[src/rtl/lfdc_pkg.sv]
// ----------------------------------------------------------------------------
// lfdc_pkg
// Shared widths, codes, reset values, types and helpers of the line-follow
// drive controller.
// ----------------------------------------------------------------------------
package lfdc_pkg;

  localparam int WIDTH_W    = 14;
  localparam int GAIN_W     = 12;
  localparam int TICK_W     = 16;
  localparam int HOLD_W     = 4;
  localparam int MASK_W     = 8;
  localparam int OP_W       = 2;
  localparam int CMD_W      = 3;
  localparam int HEAD_W     = 3;
  localparam int WEIGHT_W   = 3;
  localparam int CFG_IDX_W  = 3;
  localparam int CFG_DATA_W = 16;
  localparam int PROD_W     = GAIN_W + 1 + WEIGHT_W;   // signed gain * weight
  localparam int SUM_W      = WIDTH_W + 3;             // signed base -/+ product

  // Event codes
  localparam logic [OP_W-1:0] OP_COMMAND = 2'd0;
  localparam logic [OP_W-1:0] OP_SAMPLE  = 2'd1;
  localparam logic [OP_W-1:0] OP_CONTROL = 2'd2;
  localparam logic [OP_W-1:0] OP_TURN    = 2'd3;

  // Command codes
  localparam logic [CMD_W-1:0] CMD_STOP  = 3'd0;
  localparam logic [CMD_W-1:0] CMD_FWD   = 3'd1;
  localparam logic [CMD_W-1:0] CMD_RIGHT = 3'd2;
  localparam logic [CMD_W-1:0] CMD_LEFT  = 3'd3;
  localparam logic [CMD_W-1:0] CMD_BACK  = 3'd4;

  // Heading codes
  localparam logic [HEAD_W-1:0] HEAD_STOP  = 3'd0;
  localparam logic [HEAD_W-1:0] HEAD_FWD   = 3'd1;
  localparam logic [HEAD_W-1:0] HEAD_RIGHT = 3'd2;
  localparam logic [HEAD_W-1:0] HEAD_LEFT  = 3'd3;
  localparam logic [HEAD_W-1:0] HEAD_BACK  = 3'd4;

  // Wheel reverse codes: bit 0 left, bit 1 right
  localparam logic [1:0] REV_NONE  = 2'd0;
  localparam logic [1:0] REV_LEFT  = 2'd1;
  localparam logic [1:0] REV_RIGHT = 2'd2;
  localparam logic [1:0] REV_BOTH  = 2'd3;

  // Configuration register indexes
  localparam logic [CFG_IDX_W-1:0] CFG_FULL_SPEED = 3'd0;
  localparam logic [CFG_IDX_W-1:0] CFG_MAX_WIDTH  = 3'd1;
  localparam logic [CFG_IDX_W-1:0] CFG_LEFT_GAIN  = 3'd2;
  localparam logic [CFG_IDX_W-1:0] CFG_RIGHT_GAIN = 3'd3;
  localparam logic [CFG_IDX_W-1:0] CFG_TURN_TICKS = 3'd4;
  localparam logic [CFG_IDX_W-1:0] CFG_HOLDOFF    = 3'd5;
  localparam logic [CFG_IDX_W-1:0] CFG_MASK       = 3'd6;

  // Configuration reset values
  localparam logic [WIDTH_W-1:0] RST_FULL_SPEED = 14'd9500;
  localparam logic [WIDTH_W-1:0] RST_MAX_WIDTH  = 14'd10000;
  localparam logic [GAIN_W-1:0]  RST_LEFT_GAIN  = 12'd2250;
  localparam logic [GAIN_W-1:0]  RST_RIGHT_GAIN = 12'd2000;
  localparam logic [TICK_W-1:0]  RST_TURN_TICKS = 16'd100;
  localparam logic [HOLD_W-1:0]  RST_HOLDOFF    = 4'd10;
  localparam logic [MASK_W-1:0]  RST_MASK       = 8'h3C;

  // State reset values
  localparam logic [HOLD_W-1:0] RST_HOLD_COUNT = 4'd5;

  // Sensor patterns that set the line weight
  localparam logic [MASK_W-1:0] PAT_M3 = 8'h03;
  localparam logic [MASK_W-1:0] PAT_M2 = 8'h06;
  localparam logic [MASK_W-1:0] PAT_M1 = 8'h0C;
  localparam logic [MASK_W-1:0] PAT_Z0 = 8'h18;
  localparam logic [MASK_W-1:0] PAT_P1 = 8'h30;
  localparam logic [MASK_W-1:0] PAT_P2 = 8'h60;
  localparam logic [MASK_W-1:0] PAT_P3 = 8'hC0;

  typedef struct packed {
    logic [OP_W-1:0]   op;
    logic [CMD_W-1:0]  command_code;
    logic [MASK_W-1:0] line_bits;
  } item_t;

  typedef struct packed {
    logic [WIDTH_W-1:0] full_speed_width;
    logic [WIDTH_W-1:0] max_width;
    logic [GAIN_W-1:0]  left_gain;
    logic [GAIN_W-1:0]  right_gain;
    logic [TICK_W-1:0]  turn_ticks;
    logic [HOLD_W-1:0]  holdoff_samples;
    logic [MASK_W-1:0]  crossing_mask;
  } cfg_t;

  // Map a sensor byte to a line weight; unlisted patterns keep the old one
  function automatic logic signed [WEIGHT_W-1:0] weight_of(
    input logic [MASK_W-1:0]          bits,
    input logic signed [WEIGHT_W-1:0] hold
  );
    logic signed [WEIGHT_W-1:0] w;
    case (bits)
      PAT_M3:  w = -3'sd3;
      PAT_M2:  w = -3'sd2;
      PAT_M1:  w = -3'sd1;
      PAT_Z0:  w = 3'sd0;
      PAT_P1:  w = 3'sd1;
      PAT_P2:  w = 3'sd2;
      PAT_P3:  w = 3'sd3;
      default: w = hold;
    endcase
    return w;
  endfunction

  // Clamp to max first, then to zero
  function automatic logic [WIDTH_W-1:0] clamp_width(
    input logic signed [SUM_W-1:0] v,
    input logic [WIDTH_W-1:0]      max_w
  );
    logic [WIDTH_W-1:0] r;
    if (v >= $signed({3'b000, max_w})) begin
      r = max_w;
    end else if (v <= $signed({SUM_W{1'b0}})) begin
      r = '0;
    end else begin
      r = v[WIDTH_W-1:0];
    end
    return r;
  endfunction

endpackage

[src/rtl/lfdc_if.sv]
// ----------------------------------------------------------------------------
// lfdc_in_if / lfdc_out_if
// Valid/ready channels for event words and result words.
// ----------------------------------------------------------------------------
interface lfdc_in_if import lfdc_pkg::*; ();
  logic              valid;
  logic              ready;
  logic [OP_W-1:0]   op;
  logic [CMD_W-1:0]  command_code;
  logic [MASK_W-1:0] line_bits;

  modport source  (output valid, output op, output command_code, output line_bits,
                   input ready);
  modport sink    (input valid, input op, input command_code, input line_bits,
                   output ready);
  modport monitor (input valid, input ready, input op, input command_code,
                   input line_bits);
endinterface

interface lfdc_out_if import lfdc_pkg::*; ();
  logic               valid;
  logic               ready;
  logic [WIDTH_W-1:0] left_width;
  logic [WIDTH_W-1:0] right_width;
  logic               left_back;
  logic               right_back;
  logic               move_done;
  logic [HEAD_W-1:0]  heading;

  modport source  (output valid, output left_width, output right_width,
                   output left_back, output right_back, output move_done,
                   output heading, input ready);
  modport sink    (input valid, input left_width, input right_width,
                   input left_back, input right_back, input move_done,
                   input heading, output ready);
  modport monitor (input valid, input ready, input left_width, input right_width,
                   input left_back, input right_back, input move_done,
                   input heading);
endinterface

[src/rtl/lfdc_cfg_regs.sv]
// ----------------------------------------------------------------------------
// lfdc_cfg_regs
// Configuration register file, written by index, no read-back.
// ----------------------------------------------------------------------------
module lfdc_cfg_regs import lfdc_pkg::*; (
  input  logic                  clk,
  input  logic                  rst_n,
  input  logic                  cfg_we,
  input  logic [CFG_IDX_W-1:0]  cfg_index,
  input  logic [CFG_DATA_W-1:0] cfg_data,
  output cfg_t                  cfg
);

  cfg_t cfg_r;
  cfg_t cfg_nxt;

  // Decode the write
  always_comb begin
    cfg_nxt = cfg_r;
    if (cfg_we) begin
      case (cfg_index)
        CFG_FULL_SPEED: cfg_nxt.full_speed_width = cfg_data[WIDTH_W-1:0];
        CFG_MAX_WIDTH:  cfg_nxt.max_width        = cfg_data[WIDTH_W-1:0];
        CFG_LEFT_GAIN:  cfg_nxt.left_gain        = cfg_data[GAIN_W-1:0];
        CFG_RIGHT_GAIN: cfg_nxt.right_gain       = cfg_data[GAIN_W-1:0];
        CFG_TURN_TICKS: cfg_nxt.turn_ticks       = cfg_data[TICK_W-1:0];
        CFG_HOLDOFF:    cfg_nxt.holdoff_samples  = cfg_data[HOLD_W-1:0];
        CFG_MASK:       cfg_nxt.crossing_mask    = cfg_data[MASK_W-1:0];
        default:        cfg_nxt = cfg_r;
      endcase
    end
  end

  always_ff @(posedge clk) begin
    if (!rst_n) begin
      cfg_r.full_speed_width <= RST_FULL_SPEED;
      cfg_r.max_width        <= RST_MAX_WIDTH;
      cfg_r.left_gain        <= RST_LEFT_GAIN;
      cfg_r.right_gain       <= RST_RIGHT_GAIN;
      cfg_r.turn_ticks       <= RST_TURN_TICKS;
      cfg_r.holdoff_samples  <= RST_HOLDOFF;
      cfg_r.crossing_mask    <= RST_MASK;
    end else begin
      cfg_r <= cfg_nxt;
    end
  end

  assign cfg = cfg_r;

endmodule

[src/rtl/lfdc_in_reg.sv]
// ----------------------------------------------------------------------------
// lfdc_in_reg
// Input register: captures one event word and holds it until the core takes it.
// ----------------------------------------------------------------------------
module lfdc_in_reg import lfdc_pkg::*; (
  input  logic     clk,
  input  logic     rst_n,
  lfdc_in_if.sink  in_chan,
  input  logic     advance,
  output logic     item_valid,
  output item_t    item
);

  logic  valid_r;
  logic  valid_nxt;
  item_t item_r;
  logic  take;

  // Accept when empty or when the held word moves on this cycle
  assign in_chan.ready = !valid_r || advance;
  assign take          = in_chan.valid && in_chan.ready;

  always_comb begin
    valid_nxt = valid_r;
    if (take) begin
      valid_nxt = 1'b1;
    end else if (advance) begin
      valid_nxt = 1'b0;
    end
  end

  always_ff @(posedge clk) begin
    if (!rst_n) begin
      valid_r <= 1'b0;
    end else begin
      valid_r <= valid_nxt;
    end
  end

  // Payload needs no reset
  always_ff @(posedge clk) begin
    if (take) begin
      item_r.op           <= in_chan.op;
      item_r.command_code <= in_chan.command_code;
      item_r.line_bits    <= in_chan.line_bits;
    end
  end

  assign item_valid = valid_r;
  assign item       = item_r;

endmodule

[src/rtl/lfdc_core.sv]
// ----------------------------------------------------------------------------
// lfdc_core
// Drive state, single-pass event logic and the result register.
// ----------------------------------------------------------------------------
module lfdc_core import lfdc_pkg::*; (
  input  logic       clk,
  input  logic       rst_n,
  input  cfg_t       cfg,
  input  logic       item_valid,
  input  item_t      item,
  output logic       advance,
  lfdc_out_if.source out_chan
);

  // Drive state
  logic [HEAD_W-1:0]          heading_r,  heading_nxt;
  logic signed [WEIGHT_W-1:0] weight_r,   weight_nxt;
  logic [HOLD_W-1:0]          hold_cnt_r, hold_cnt_nxt;
  logic [TICK_W-1:0]          turn_cnt_r, turn_cnt_nxt;
  logic [WIDTH_W-1:0]         ltgt_r,     ltgt_nxt;
  logic [WIDTH_W-1:0]         rtgt_r,     rtgt_nxt;
  logic [WIDTH_W-1:0]         lapp_r,     lapp_nxt;
  logic [WIDTH_W-1:0]         rapp_r,     rapp_nxt;
  logic [1:0]                 rev_r,      rev_nxt;
  logic                       done_nxt;

  // Result register
  logic out_valid_r;
  logic out_valid_nxt;
  logic out_done_r;

  logic                     straight;
  logic                     new_straight;
  logic signed [PROD_W-1:0] lprod;
  logic signed [PROD_W-1:0] rprod;
  logic signed [SUM_W-1:0]  lsum;
  logic signed [SUM_W-1:0]  rsum;

  // Move the held word when the result slot is free or being emptied
  assign advance = item_valid && (!out_valid_r || out_chan.ready);

  assign straight = (heading_r == HEAD_FWD) || (heading_r == HEAD_BACK);

  // Steering law on the current line weight
  always_comb begin
    lprod = $signed({1'b0, cfg.left_gain}) * weight_r;
    rprod = $signed({1'b0, cfg.right_gain}) * weight_r;
    lsum  = $signed({3'b000, cfg.full_speed_width}) - SUM_W'(lprod);
    rsum  = $signed({3'b000, cfg.full_speed_width}) + SUM_W'(rprod);
  end

  // Next state for one event
  always_comb begin
    heading_nxt  = heading_r;
    weight_nxt   = weight_r;
    hold_cnt_nxt = hold_cnt_r;
    turn_cnt_nxt = turn_cnt_r;
    ltgt_nxt     = ltgt_r;
    rtgt_nxt     = rtgt_r;
    lapp_nxt     = lapp_r;
    rapp_nxt     = rapp_r;
    rev_nxt      = rev_r;
    done_nxt     = 1'b0;
    new_straight = straight;

    case (item.op)
      OP_COMMAND: begin
        case (item.command_code)
          CMD_STOP: begin
            heading_nxt = HEAD_STOP;
          end
          CMD_FWD: begin
            heading_nxt = HEAD_FWD;
            rev_nxt     = REV_NONE;
          end
          CMD_RIGHT: begin
            heading_nxt = HEAD_RIGHT;
            rev_nxt     = REV_RIGHT;
          end
          CMD_LEFT: begin
            heading_nxt = HEAD_LEFT;
            rev_nxt     = REV_LEFT;
          end
          CMD_BACK: begin
            heading_nxt = HEAD_BACK;
            rev_nxt     = REV_BOTH;
          end
          default: begin
            heading_nxt = heading_r;
          end
        endcase
        // Stop clears the widths, drive loads full speed
        if (item.command_code == CMD_STOP) begin
          ltgt_nxt = '0;
          rtgt_nxt = '0;
          lapp_nxt = '0;
          rapp_nxt = '0;
        end else if (item.command_code == CMD_FWD || item.command_code == CMD_RIGHT ||
                     item.command_code == CMD_LEFT || item.command_code == CMD_BACK) begin
          ltgt_nxt = cfg.full_speed_width;
          rtgt_nxt = cfg.full_speed_width;
          lapp_nxt = cfg.full_speed_width;
          rapp_nxt = cfg.full_speed_width;
        end
        // Restart the crossing holdoff on straight travel
        new_straight = (heading_nxt == HEAD_FWD) || (heading_nxt == HEAD_BACK);
        if (item.command_code != CMD_STOP && new_straight) begin
          hold_cnt_nxt = '0;
        end
      end
      OP_SAMPLE: begin
        weight_nxt = weight_of(item.line_bits, weight_r);
        if (straight && hold_cnt_r != cfg.holdoff_samples) begin
          hold_cnt_nxt = hold_cnt_r + 1'b1;
        end else if (straight &&
                     (item.line_bits & cfg.crossing_mask) == cfg.crossing_mask) begin
          heading_nxt = HEAD_STOP;
          ltgt_nxt    = '0;
          rtgt_nxt    = '0;
          lapp_nxt    = '0;
          rapp_nxt    = '0;
          done_nxt    = 1'b1;
        end
      end
      OP_CONTROL: begin
        if ((ltgt_r != '0 || rtgt_r != '0) && straight) begin
          ltgt_nxt = clamp_width(lsum, cfg.max_width);
          rtgt_nxt = clamp_width(rsum, cfg.max_width);
          lapp_nxt = clamp_width(lsum, cfg.max_width);
          rapp_nxt = clamp_width(rsum, cfg.max_width);
        end
      end
      OP_TURN: begin
        if (heading_r == HEAD_LEFT || heading_r == HEAD_RIGHT) begin
          if (turn_cnt_r >= cfg.turn_ticks) begin
            lapp_nxt     = '0;
            rapp_nxt     = '0;
            heading_nxt  = HEAD_STOP;
            turn_cnt_nxt = '0;
            done_nxt     = 1'b1;
          end else begin
            turn_cnt_nxt = turn_cnt_r + 1'b1;
          end
        end
      end
      default: begin
        heading_nxt = heading_r;
      end
    endcase
  end

  // Result slot: fill on advance, empty when taken
  always_comb begin
    out_valid_nxt = out_valid_r;
    if (advance) begin
      out_valid_nxt = 1'b1;
    end else if (out_chan.ready) begin
      out_valid_nxt = 1'b0;
    end
  end

  // Update state once per processed word
  always_ff @(posedge clk) begin
    if (!rst_n) begin
      heading_r   <= HEAD_STOP;
      weight_r    <= '0;
      hold_cnt_r  <= RST_HOLD_COUNT;
      turn_cnt_r  <= '0;
      ltgt_r      <= '0;
      rtgt_r      <= '0;
      lapp_r      <= '0;
      rapp_r      <= '0;
      rev_r       <= REV_NONE;
      out_valid_r <= 1'b0;
      out_done_r  <= 1'b0;
    end else begin
      out_valid_r <= out_valid_nxt;
      if (advance) begin
        heading_r  <= heading_nxt;
        weight_r   <= weight_nxt;
        hold_cnt_r <= hold_cnt_nxt;
        turn_cnt_r <= turn_cnt_nxt;
        ltgt_r     <= ltgt_nxt;
        rtgt_r     <= rtgt_nxt;
        lapp_r     <= lapp_nxt;
        rapp_r     <= rapp_nxt;
        rev_r      <= rev_nxt;
        out_done_r <= done_nxt;
      end
    end
  end

  // The result word is the state just written plus the done flag
  assign out_chan.valid       = out_valid_r;
  assign out_chan.left_width  = lapp_r;
  assign out_chan.right_width = rapp_r;
  assign out_chan.left_back   = rev_r[0];
  assign out_chan.right_back  = rev_r[1];
  assign out_chan.move_done   = out_done_r;
  assign out_chan.heading     = heading_r;

endmodule

[src/rtl/line_follow_drive_controller.sv]
// ----------------------------------------------------------------------------
// line_follow_drive_controller
// Two-wheel line-follower drive: commands, line samples, control and turn ticks.
// ----------------------------------------------------------------------------
// Each event word returns exactly one result word. An event is captured in an
// input register and handled in a single pass by the core, which updates the
// drive state and loads the result register in the same cycle, so one word is
// accepted every clock; each word passes the input register and then the
// result register. Back pressure on the result side stalls the input register,
// which still takes one more word while a finished result waits. Configuration
// writes take effect at the next clock and must be made while idle.
module line_follow_drive_controller import lfdc_pkg::*; (
  input  logic                  clk,
  input  logic                  rst_n,
  input  logic                  cfg_we,
  input  logic [CFG_IDX_W-1:0]  cfg_index,
  input  logic [CFG_DATA_W-1:0] cfg_data,
  lfdc_in_if.sink               in_chan,
  lfdc_out_if.source            out_chan
);

  cfg_t  cfg;
  item_t item;
  logic  item_valid;
  logic  advance;

  // Configuration registers
  lfdc_cfg_regs u_cfg (
    .clk       (clk),
    .rst_n     (rst_n),
    .cfg_we    (cfg_we),
    .cfg_index (cfg_index),
    .cfg_data  (cfg_data),
    .cfg       (cfg)
  );

  // Capture event words
  lfdc_in_reg u_in (
    .clk        (clk),
    .rst_n      (rst_n),
    .in_chan    (in_chan),
    .advance    (advance),
    .item_valid (item_valid),
    .item       (item)
  );

  // Process and hold the result
  lfdc_core u_core (
    .clk        (clk),
    .rst_n      (rst_n),
    .cfg        (cfg),
    .item_valid (item_valid),
    .item       (item),
    .advance    (advance),
    .out_chan   (out_chan)
  );

endmodule

[src/flat_wrapper.sv]
// flat-port wrapper written by rule: the top's interface ports become plain ports
module line_follow_drive_controller_flat import lfdc_pkg::*;
  (clk, rst_n, cfg_we, cfg_index, cfg_data, in_chan_valid, in_chan_op, in_chan_command_code, in_chan_line_bits, in_chan_ready, out_chan_valid, out_chan_left_width, out_chan_right_width, out_chan_left_back, out_chan_right_back, out_chan_move_done, out_chan_heading, out_chan_ready);
  lfdc_in_if in_chan_i ();
  lfdc_out_if out_chan_i ();
  input  logic clk;
  input  logic rst_n;
  input  logic cfg_we;
  input  logic [CFG_IDX_W-1:0] cfg_index;
  input  logic [CFG_DATA_W-1:0] cfg_data;
  input wire logic [$bits(in_chan_i.valid)-1:0] in_chan_valid;
  input wire logic [$bits(in_chan_i.op)-1:0] in_chan_op;
  input wire logic [$bits(in_chan_i.command_code)-1:0] in_chan_command_code;
  input wire logic [$bits(in_chan_i.line_bits)-1:0] in_chan_line_bits;
  output wire logic [$bits(in_chan_i.ready)-1:0] in_chan_ready;
  output wire logic [$bits(out_chan_i.valid)-1:0] out_chan_valid;
  output wire logic [$bits(out_chan_i.left_width)-1:0] out_chan_left_width;
  output wire logic [$bits(out_chan_i.right_width)-1:0] out_chan_right_width;
  output wire logic [$bits(out_chan_i.left_back)-1:0] out_chan_left_back;
  output wire logic [$bits(out_chan_i.right_back)-1:0] out_chan_right_back;
  output wire logic [$bits(out_chan_i.move_done)-1:0] out_chan_move_done;
  output wire logic [$bits(out_chan_i.heading)-1:0] out_chan_heading;
  input wire logic [$bits(out_chan_i.ready)-1:0] out_chan_ready;
  assign in_chan_i.valid = in_chan_valid;
  assign in_chan_i.op = in_chan_op;
  assign in_chan_i.command_code = in_chan_command_code;
  assign in_chan_i.line_bits = in_chan_line_bits;
  assign in_chan_ready = in_chan_i.ready;
  assign out_chan_valid = out_chan_i.valid;
  assign out_chan_left_width = out_chan_i.left_width;
  assign out_chan_right_width = out_chan_i.right_width;
  assign out_chan_left_back = out_chan_i.left_back;
  assign out_chan_right_back = out_chan_i.right_back;
  assign out_chan_move_done = out_chan_i.move_done;
  assign out_chan_heading = out_chan_i.heading;
  assign out_chan_i.ready = out_chan_ready;
  line_follow_drive_controller u_core (.clk(clk), .rst_n(rst_n), .cfg_we(cfg_we), .cfg_index(cfg_index), .cfg_data(cfg_data), .in_chan(in_chan_i), .out_chan(out_chan_i));
endmodule
[config.mk]
export PLATFORM = sky130hd
export DESIGN_NAME = line_follow_drive_controller_flat
export DESIGN_NICKNAME = d
export VERILOG_FILES = /design/src/rtl/lfdc_pkg.sv /design/src/rtl/lfdc_if.sv /design/src/rtl/lfdc_cfg_regs.sv /design/src/rtl/lfdc_in_reg.sv /design/src/rtl/lfdc_core.sv /design/src/rtl/line_follow_drive_controller.sv /design/src/flat_wrapper.sv
export SDC_FILE = /design/constraint.sdc
export NUM_CORES = 1
export LEC_CHECK = 0
export BUFFER_PORTS_ARGS = -buffer_cell sky130_fd_sc_hd__buf_2
export CAP_MARGIN = 20
export CELL_PAD_IN_SITES_DETAIL_PLACEMENT = 0
export CELL_PAD_IN_SITES_GLOBAL_PLACEMENT = 1
export CORE_MARGIN = 2
export CORE_UTILIZATION = 51
export CTS_CLUSTER_DIAMETER = 150
export DETAILED_ROUTE_END_ITERATION = 8
export PLACE_DENSITY = 0.86
export SLEW_MARGIN = 30
export SYNTH_ARGS = -nofsm -noshare
export SYNTH_HDL_FRONTEND = slang
export SYNTH_SLANG_ARGS = --single-unit
[constraint.sdc]
create_clock -name clk -period 14.9 [get_ports clk]
set_clock_uncertainty 0.15 [all_clocks]
set_input_delay 0.745 -clock clk [delete_from_list [all_inputs] [get_ports clk]]
set_output_delay 0.745 -clock clk [all_outputs]
set_load 0.05 [all_outputs]
## Word level (Yosys, flattened, before mapping)

Cells that the tools add are included.

- $add $sub $neg: 4
- Multipliers: 2
- Magnitude comparators: 5
- Eq/ne operators: 36
- Muxes and demuxes: 38
- Bitwise gates (word level): 1
- Reduce and logical (&&, ||, !) cells: 44

Operator list:

| kind | number |
|---|---|
| 2-to-1 mux 14 bit | 12 |
| case mux 14 bit (4 select lines) | 2 |
| case mux 14 bit (3 select lines) | 2 |
| greater-or-equal comparator 17 x 15 -> 1 bit | 2 |
| <= comparator 17 x 1 -> 1 bit (second input constant) | 2 |
| multiplier 13 x 3 -> 16 bit | 2 |
| nonzero test 14 bit | 2 |
| case mux 3 bit (7 select lines) | 1 |
| == test 3 x 2 -> 1 bit (second input constant) | 6 |
| == test 3 bit (second input constant) | 6 |
| adder 15 x 16 -> 17 bit | 1 |
| subtractor 15 x 16 -> 17 bit | 1 |
| adder 16 x 1 -> 16 bit (second input constant) | 1 |
| greater-or-equal comparator 16 bit | 1 |
| 2-to-1 mux 16 bit | 1 |
| 2-to-1 mux 3 bit | 5 |
| case mux 3 bit (5 select lines) | 1 |
| != test 2 bit (second input constant) | 7 |
| AND reduction 2 bit | 7 |
| == test 3 x 1 -> 1 bit (second input constant) | 4 |
| AND reduction 6 bit | 2 |
| logical OR 1 bit | 9 |
| case mux 3 bit (3 select lines) | 1 |
| AND reduction 3 bit | 3 |
| other kinds (29) | 49 |

- Bits in registers: 180
- Output and inout port bits: 36
- Word-level logic and storage cells: 152

## Depth between registers and ports, before layout

- Word-level depth: 8
- Mapped depth: 28
- Depth with buffers taken out: 24

## By module

From an unflattened synthesis, not the netlist that was laid out.

- Cell total of the unflattened synthesis: 1,512
- Area total of the unflattened synthesis: 13,042.5 um2

Modules (own cells, without submodules):

| module | times used | cells an instance | area each (um2) | seq. area each (um2) |
|---|---|---|---|---|
| lfdc_core | 1 | 1,198 | 9,504.1 | 1,721.7 |
| lfdc_cfg_regs | 1 | 296 | 3,090.5 | 1,601.5 |
| lfdc_in_reg | 1 | 18 | 447.9 | 410.4 |

## Worst setup path after synthesis

Ideal clock, no wire load.

- Path type: register to register
- From: reg u_core.u_core.weight_r[2]
- To: reg u_core.u_core.lapp_r[10] (netlist: u_core.u_core.out_chan.left_width[10])
- Arrival time: 5.935 ns
- Data required time: 14.662 ns
- Slack: 8.727 ns
- Stages on the path, launching flop included: 27
- Cells stage by stage: dfxtp_1 -> inv_1 -> clkbuf_1 -> nor2_1 -> ha_1 -> inv_1 -> fa_1 -> inv_1 -> fa_1 -> inv_1 -> ha_1 -> a21o_1 -> and2_0 -> a211o_1 -> a2111oi_0 -> a211oi_1 -> ha_1 -> a21o_1 -> a21o_1 -> a21o_1 -> a2111o_1 -> a211oi_4 -> and3_1 -> buf_6 -> buf_12 -> nand3_2 -> a311oi_2

- Longest elaborated chain between the ends: 7

Ends and longest elaborated chain:

| item | RTL line | text |
|---|---|---|
| from (decl) | lfdc_core.sv:17 | `logic signed [WEIGHT_W-1:0] weight_r, weight_nxt;` |
| from (signal assigned) | lfdc_core.sv:180 | `weight_r <= weight_nxt;` |
| multiplier 13 x 3 -> 16 bit (*) | lfdc_core.sv:46 | `lprod = $signed({1'b0, cfg.left_gain}) * weight_r;` |
| subtractor 15 x 16 -> 17 bit (*) | lfdc_core.sv:48 | `lsum = $signed({3'b000, cfg.full_speed_width}) - SUM_W'(lprod);` |
| <= comparator 17 x 1 -> 1 bit | lfdc_pkg.sv:121 | `end else if (v <= $signed({SUM_W{1'b0}})) begin` |
| 2-to-1 mux 14 bit | lfdc_pkg.sv:121 |  |
| 2-to-1 mux 14 bit (*) | lfdc_pkg.sv:119 | `if (v >= $signed({3'b000, max_w})) begin` |
| 2-to-1 mux 14 bit (*) | lfdc_core.sv:126 | `if ((ltgt_r != '0 \|\| rtgt_r != '0) && straight) begin` |
| case mux 14 bit (4 select lines) (*) | lfdc_core.sv:66 | `case (item.op)` |
| to (signal assigned) | lfdc_core.sv:185 | `lapp_r <= lapp_nxt;` |
| to (decl) | lfdc_core.sv:22 | `logic [WIDTH_W-1:0] lapp_r, lapp_nxt;` |

Mark *: on every way between the ends. The rest lies on a longest branch, timed or not. The select of a mux whose other input is x is not followed.
A chain may end at the register's enable or synchronous reset.

## Final worst setup path

- From: reg u_core.u_core.weight_r[2]
- To: reg u_core.u_core.lapp_r[7] (netlist: u_core.u_core.out_chan.left_width[7])

Same word-level chain as after synthesis.

==> flow_metrics.py <==
metrics = {
    "timing": {
        "timing.final.crit_period_ps": 7460,
        "fin_crit_sh_pct": 50.1,
        "tightest_slew_ps": 894,
        "timing.fmax_ghz": 0.134,
        "rsz0062_at_grt": "no",
        "setup_violations": 0,
        "hold_viol": 0,
        "drv_slew": 0,
        "tns_ps": 0,
        "maxSlewHeadroom_pct": 40.3,
    },
    "clock_tree": {
        "htree_levels": 4,
        "root_buffer": "clkbuf_16",
        "clk_pin_slew_ps": 80,
        "ctsHoldBuffers": 0,
        "clock_latency_ps": 440,
        "numCtsBuffers": 17,
        "postCtsSetupBuffers": 0,
        "tritoncts": "done",
        "ctsResizeCount": 0,
        "clock-sinks": 180,
        "clockBufferDepth": 2,
    },
    "synth": {
        "synth_edf_count": 13,
        "ys.flop_type": "dfxtp_1",
        "synth_area_leaders": "dfxtp_1 (26%), ha_1 (11%), fa_1 (7.4%)",
        "ys_ff_latch": 180,
        "yosysWarnings": 0,
        "ys_seq_area_share_pct": 29.4,
        "synthDominantCellAreaShare_pct": 26.3,
        "synth_most_common_cell": "nand2_1",
        "syn_nets": 1718,
        "synth.distinct_cells": 76,
        "avgSynthCellArea_um2": 8.35,
        "synthTopCellsByCount": "nand2_1 (214), dfxtp_1 (167), inv_1 (122), ha_1 (115), nor2_1 (99)",
        "syn_inst": 1519,
        "yosysTopAreaCell": "dfxtp_1",
        "syn_area_um2": 12700,
        "async_flop_share_pct": 0,
    },
    "global_routing": {
        "grt_pass1_wl_um": 57800,
        "grt_usage_pct": 28.2,
        "gr-total-overflow": 0,
        "first_global_vias": 10400,
        "grt_max_degree": 61,
        "antenna_found_initial": 0,
    },
    "floorplan": {
        "core_area_um2": 24400,
        "die_width_um": 162,
        "rows": 57,
        "die_area_um2": 26200,
        "die_h_um": 162,
        "ios": 73,
        "start_util_pct": 52.0,
    },
    "worst_setup_path": {
        "cp-start-kind": "register",
        "rrSetupSlack_ps": 7440,
        "max_stage_delay_ps": 640,
        "path_max_fanout": 24,
        "cpMaxStageDelayCell": "inv_1",
        "critical_path_class": "reg -> reg",
        "cp_data_arrival_time_ps": 7650,
        "cp-end-kind": "register",
        "cp.required_ps": 15080,
        "timing.critical_path.cells": "inv_1, nor2_1, ha_1, inv_1, fa_1, inv_1, fa_1, inv_1, ha_1, a21o_1, and2_0, a211o_1, and2_1, a211oi_1, ha_1, a21o_1, a21o_1, a21o_1, a2111o_1, a211oi_4, nand3_2, o211a_1, o31a_1",
    },
    "detailed_routing": {
        "viasPerCell": 5.80,
        "routed_wirelength_um": 36200,
        "firstDrtPassIters": 5,
        "drc": 0,
        "drtIter0Drc": 941,
        "ant_nets": 0,
        "vias": 10900,
        "wire_per_inst_um": 19.2,
    },
    "finish": {
        "area_growth_pct": 9.54,
        "layout.nets": 1750,
        "antenna_cells": 0,
        "nFillCells": 2279,
        "drive_above_1_share_pct": 9.65,
    },
    "worst_hold_path": {
        "worstHoldPathType": "reg -> reg",
    },
    "placed_design": {
        "gp_congestion": 0.906,
        "port_buffers": 72,
        "hpwl_um": 27200,
    },
    "power_and_ir_drop": {
        "p_leak_nw": 6.03,
        "irDropWorstVdd_v": 0.0000600,
        "powerDensity_nw_per_um2": 85.0,
        "p_total_mw": 1.18,
    },
    "run": {
        "maxCapViolations": 0,
    },
    "status": {
        "status": "finished, final reports clean",
    },
}
registers in the layout, indices dropped and copies added (netlist names):
register	count
u_core.u_in.item	13
u_core.u_in.item_valid	1
u_core.u_cfg.cfg	80
u_core.u_core.out_chan.left_width	14
u_core.u_core.turn_cnt_r	16
u_core.u_core.weight_r	3
u_core.u_core.out_chan.valid	1
u_core.u_core.out_chan.right_width	14
u_core.u_core.out_chan.move_done	1
u_core.u_core.out_chan.heading	3
u_core.u_core.ltgt_r	14
u_core.u_core.rtgt_r	14
u_core.u_core.hold_cnt_r	4
u_core.u_core.rev_r	2
report_power, final:
group          internal [mW]  switching [mW]  total, mW
logic                 0.0568           0.117      0.174
clock network          0.259           0.233      0.492
registers              0.501          0.0148      0.516
total                  0.817           0.364       1.18
stage by stage:
step | setup WS, ps | area [um2] | utilization, % | instances | hold slack [ps]
final | 7440 | 13900 | 57.0 | 1888 | 306
after global routing | 7110 | 13900 | 57.0 | 1888 | 303
after CTS | 7490 | 13900 | 57.0 | 1888 | 307
after detailed placement | 7540 | 13300 | 54.3 | 1856 | 299
after global placement | 7700 | 13300 | 54.3 | 1856 | 294
after floorplan | 8730 | 12700 | - | 1519 | 282
path summary, 6_finish.rpt:
kind,to,cells past startpoint,start
max reg2reg,u_core.u_core.out_chan.left_width[7],23,u_core.u_core.weight_r[2]
max,u_core.u_core.out_chan.left_width[7],23,u_core.u_core.weight_r[2]
min,u_core.u_cfg.cfg[23],2,u_core.u_cfg.cfg[23]
min reg2reg,u_core.u_cfg.cfg[23],2,u_core.u_cfg.cfg[23]
metal layers:
metal  GRT usage, %  vias to the layer above  wire length [um]
li1               -                     5356                 -
met1           41.6                     5191             17500
met2           42.8                      348             15600
met3           4.16                       52              2400
met4           8.53                        0               773
met5              0                        -                 0
layout by cell type (no fill, tap or decap), drive strengths merged, types with 19 or more instances in the layout:
master  synthesis  final
nand2         214    214
dfxtp         167    167
inv           122    128
ha            115    115
nor2          100    100
a21oi          90     90
buf            11     82
nand3          70     70
and2           64     64
o21ai          58     58
fa             47     47
mux2i          40     40
a21o           30     30
nor2b          28     28
xor2           27     27
a31oi          27     27
o22ai          20     20
o211ai         19     19
worst max-delay path, delay by kind of cell (launching register included):
family          cells  cell delay [ps]
buf+inv             4              810
fa+ha+maj           5             2100
simple gates        4              930
compound gates     10             2920
flops               1              450
cell type report:
type / instances / area [um2] / share of cell area [%]
inverters: 123 / 463 / 3.33
multi-input cells: 1147 / 8230 / 59.2
flip-flops and latches: 180 / 3730 / 26.9
clock inverters: 15 / 213 / 1.53
repair buffers: 82 / 435 / 3.13
clock buffers: 17 / 425 / 3.06
well taps: 324 / 405 / 2.92
cell families after synthesis:
logic type / count (synthesis) / share of synthesized area [%]
and+or+nand+nor: 562 / 21.4
AOI/OAI and AO/OA: 339 / 18.2
buffers and inverters: 192 / 6.06
DFF: 180 / 29.4
adders and majority gates: 162 / 18.8
xor gates and xnor gates: 44 / 3.04
muxes: 40 / 3.16
No activity file was read; power rests on OpenSTA's default activity.
